==> src/rtl/core/ibpa_pkg.sv <==
`timescale 1ns / 1ps
package ibpa_pkg;

    localparam int MAX_BUFFERS = 256;
    localparam int IDX_W       = 9;
    localparam int ADDR_W      = 8;
    localparam int SEQ_W       = 16;
    localparam int ST_W        = 3;

    localparam logic [1:0] MODE_ALLOC    = 2'd0;
    localparam logic [1:0] MODE_FREE     = 2'd1;
    localparam logic [1:0] MODE_SPECIFIC = 2'd2;
    localparam logic [1:0] MODE_LOOKUP   = 2'd3;

    localparam logic [ST_W-1:0] ST_NONE      = 3'd0;
    localparam logic [ST_W-1:0] ST_EXHAUSTED = 3'd1;
    localparam logic [ST_W-1:0] ST_ILLEGAL   = 3'd2;
    localparam logic [ST_W-1:0] ST_UNALLOC   = 3'd3;
    localparam logic [ST_W-1:0] ST_ALLOCATED = 3'd4;

    typedef struct packed {
        logic cfg_load;
        logic clear;
        logic capture;
        logic eval;
        logic wr_first;
        logic wr_second;
        logic finish;
    } ibpa_cmd_t;

    typedef struct packed {
        logic out_free;
        logic clr_last;
    } ibpa_stat_t;

endpackage

==> src/rtl/core/ibpa_ctrl.sv <==
`timescale 1ns / 1ps
module ibpa_ctrl (
    input  logic               clk,
    input  logic               rst_n,
    input  logic               in_valid,
    output logic               in_ready,
    input  logic               cfg_valid,
    output logic               cfg_ready,
    input  ibpa_pkg::ibpa_stat_t stat,
    output ibpa_pkg::ibpa_cmd_t  cmd
);
    import ibpa_pkg::*;

    typedef enum logic [5:0] {
        S_CLR  = 6'b000001,
        S_IDLE = 6'b000010,
        S_EVAL = 6'b000100,
        S_WR1  = 6'b001000,
        S_WR2  = 6'b010000,
        S_FIN  = 6'b100000
    } state_t;

    state_t state_reg, state_next;

    always_comb
    begin
        state_next = state_reg;
        case (state_reg)
            S_CLR:   if (stat.clr_last) state_next = S_IDLE;
            S_IDLE:
                if (cfg_valid)
                begin
                    state_next = S_CLR;
                end
                else if (in_valid)
                begin
                    state_next = S_EVAL;
                end
            S_EVAL:  state_next = S_WR1;
            S_WR1:   state_next = S_WR2;
            S_WR2:   state_next = S_FIN;
            S_FIN:   if (stat.out_free) state_next = S_IDLE;
            default: state_next = S_IDLE;
        endcase
    end

    always_ff @(posedge clk or negedge rst_n)
    begin
        if (!rst_n)
        begin
            state_reg <= S_CLR;
        end
        else
        begin
            state_reg <= state_next;
        end
    end

    // a configuration write takes the idle slot ahead of an item
    assign cfg_ready     = (state_reg == S_IDLE);
    assign in_ready      = (state_reg == S_IDLE) && !cfg_valid;
    assign cmd.cfg_load  = (state_reg == S_IDLE) && cfg_valid;
    assign cmd.clear     = (state_reg == S_CLR);
    assign cmd.capture   = (state_reg == S_IDLE) && !cfg_valid && in_valid;
    assign cmd.eval      = (state_reg == S_EVAL);
    assign cmd.wr_first  = (state_reg == S_WR1);
    assign cmd.wr_second = (state_reg == S_WR2);
    assign cmd.finish    = (state_reg == S_FIN) && stat.out_free;
endmodule

==> config.mk <==
export PLATFORM = sky130hd
export DESIGN_NAME = ibpa_ctrl
export DESIGN_NICKNAME = d
export VERILOG_FILES = /design/src/rtl/core/ibpa_pkg.sv /design/src/rtl/core/ibpa_ctrl.sv
export SDC_FILE = /design/constraint.sdc
export NUM_CORES = 1
export LEC_CHECK = 0
export ABC_CLOCK_PERIOD_IN_PS = 1830
export BUFFER_PORTS_ARGS = -buffer_cell sky130_fd_sc_hd__buf_4
export CAP_MARGIN = 0
export CORE_AREA = 2 2 39 41
export CTS_CLUSTER_DIAMETER = 30
export DETAILED_ROUTE_END_ITERATION = 7
export DIE_AREA = 0 0 41 43
export GPL_ROUTABILITY_DRIVEN = 0
export PLACE_DENSITY_LB_ADDON = 0.08
export SLEW_MARGIN = 20
export SYNTH_ARGS = -nofsm -noshare
export SYNTH_HDL_FRONTEND = slang
export SYNTH_SLANG_ARGS = --single-unit
==> constraint.sdc <==
create_clock -name clk -period 1.83 [get_ports clk]
set_input_delay 0.366 -clock clk [delete_from_list [all_inputs] [get_ports clk]]
set_output_delay 0.366 -clock clk [all_outputs]
set_load 0.005 [all_outputs]
==> out/metrics.cfg <==
[floorplanning]
die_area_um2=1763
core.rowCount=14
design.portCount=15
floorplan.die.height_um=43
starting_density=0.2749
overall_die_width_um=41
core_um2=1384

[timing]
tightestPinTransition_ns=0.2536
fmax_ghz=0.5614
fin_ws_ns=0.04863
timing.final.crit_share=0.9734
hold_viol=0
holdWs_ns=0.3203
final-setup-viol-count=0
worst_slew_margin=0.8309
post_route_minimum_period_ns=1.781
grt_setup_unrepaired=yes
finalMaxSlewViolations=0
fin_skew_ns=0.01054

[synthesis]
synth_seq_cells=6
synth_simple_gate_area_frac=0.3717
synth_fa_ha_area_frac=0
synthesis.nets=46
yosys_warnings=0
yosysMostFrequentCell=nor2_1
synth.lib_cells_used.distinct=23
yosys.area_share.xor_xnor=0.02303
post_synth_top_area_share=0.3289
asyncSetResetFlopFracSynth=1.000
synth_seq_area_share=0.3980
synth_top_cells_by_count=8 x nor2_1, 6 x and3_1, 5 x dfrtp_1
syn_area_per_cell_um2=9.509
synth_top_cells_by_area=dfrtp_1 33%, and3_1 9.9%, nor2_1 7.9%
postSynthCellCount=40
synth-edff-count=0
yosys-mux-area-fraction=0
synth_top_family_by_area=simple AND/OR/NAND/NOR gates
synthesis.area_um2=380.4
synth_area_leader_cell=dfrtp_1
synth-compound-area-share=0.1250
synth-main-ff-cell=dfrtp_1

[pwr]
vdd.ir_drop.worst_uv=467.5
power.share.clock=0.179
power_per_cell_area_nw_per_um2=1314
p_sw_uw=263.4
p_leak_nw=0.2993
total_power_uw=744.8
switching_share=0.3537
comb_power_share=0.522
p_int_uw=481.4
power_frac_seq=0.299

[global_route]
grt_antenna_before_repair=0
maximum_number_of_pins_on_one_net_before_global_route_repair=9
grt_usage=0.1280
grt_pass1_wl_um=1407
number_of_global_route_vias_before_repair=332
globalRouteOverflowTotal=0

[cts]
cts_made_buffers=3
clock_sink_count=6
cts_tree=yes
cts.clk_slew.worst_paths_ns=0.05
clock_insertion_delay_worst_skew_ns=0.25
clockBufferDepth=2
root_buffer=clkbuf_4
cts_max_level=1

[route]
routed_via_density=4.816
wl_um=895
antenna_left=0
drt_iter0_markers=2
drcViolationCount=0
detail_route.wl_per_cell_um=11.78
detailedRoute.firstPassIterationCount=4
vias=366

[layout]
drive_gt1_frac=0.4833
areaGrowthSynthToFinish_pct=49.01
nNetsFinal=67
final_util=0.4096
antennaDiodeCount=0
final_area_um2=566.8
number_of_flip_flops_under_the_largest_register_name=6

[outcome]
run_status=completed

[worst_setup_path]
worstSetupPathType=reg -> out
critical_path.startpoint_type=flop
r2r_slack_ns=0.37
end_kind=primary output
cp_max_fo=3
cp.required_ns=1.46
cp_data_arrival_time_ns=1.42
cell_depth_of_the_worst_flop_to_flop_path=4

[min_path]
timing.hold.worst.class=in -> reg
holdPathStages=2

[run]
timing.max_cap.violations=0

[placed_design]
port_buffers=14
placed_cell_area_um2=496.7
worst_setup_slack_before_clock_tree_synthesis_ns=0.2121
dp_hpwl_um=714

power groups by stage:
stage,Sequential (mW),Clock [mW],Combinational (mW)
after floorplan,0.194,0,0.233
after global placement,0.220,0,0.335
after detailed placement,0.223,0,0.338
after CTS,0.218,0.141,0.352
after global routing,0.228,0.152,0.434
final,0.223,0.133,0.389
metrics by stage:
stage          TNS (ns)  std cells
2_1_floorplan         0         40
3_3_place_gp          0         69
3_5_place_dp          0         69
4_1_cts               0         75
5_1_grt        -0.01094         76
6_report              0         76
what timing repair did:
item,CTS,global route
pin swaps,0,4
gates resized for setup,2,4
hold buffers,1,0
hold endpoints to repair,5,0
setup buffers,1,1
setup endpoints to repair,2,4
worst paths after layout:
| kind | startpoint | to |
|---|---|---|
| max | state_reg[2]$_DFFE_PN0P_ | cmd[0] |
| min | in_valid | state_reg[1]$_DFFE_PN0P_ |
| max reg2reg | state_reg[2]$_DFFE_PN0P_ | state_reg[1]$_DFFE_PN0P_ |
| min reg2reg | state_reg[3]$_DFFE_PN0P_ | state_reg[5]$_DFFE_PN0P_ |
| max in group asynchronous | rst_n | state_reg[0]$_DFFE_PN1P_ |
| min in group asynchronous | rst_n | state_reg[2]$_DFFE_PN0P_ |
per-layer routing:
| metal | global-route usage | share of wire |
|---|---|---|
| met5 | 0 | 0 |
| met4 | 0.1000 | 0 |
| met3 | 0.04712 | 0.076 |
| met2 | 0.1781 | 0.52 |
| met1 | 0.1498 | 0.40 |
final cells by class:
class,count,area [µm²]
multi-input combinational,29,214.0
sequential,6,153.9
inverter,2,7.507
clock buffer,4,26.28
fill,140,817.0
timing repair buffer,19,145.1
tap,16,20.02
placed cells by master (no fill, tap or decap), types with 2 or more instances in the layout:
| cell | count |
|---|---|
| inv_1 | 2 |
| dfrtp_1 | 3 |
| buf_4 | 18 |
| and3_1 | 6 |
| dfrtp_2 | 2 |
| nor2_1 | 6 |
| clkbuf_4 | 3 |
critical path: stages, from the launching register on:
cell and delay, ns:
dfrtp_1 0.39, or4_4 0.55, nor2_1 0.11, buf_4 0.11
logic make-up after synthesis:
family	count (synthesis)
flip-flops	6
buffers and inverters	5
XOR/XNOR	1
AO/OA/AOI/OAI	5
AND/OR/NAND/NOR	23
Note: power is estimated with default switching activity, not from simulation.
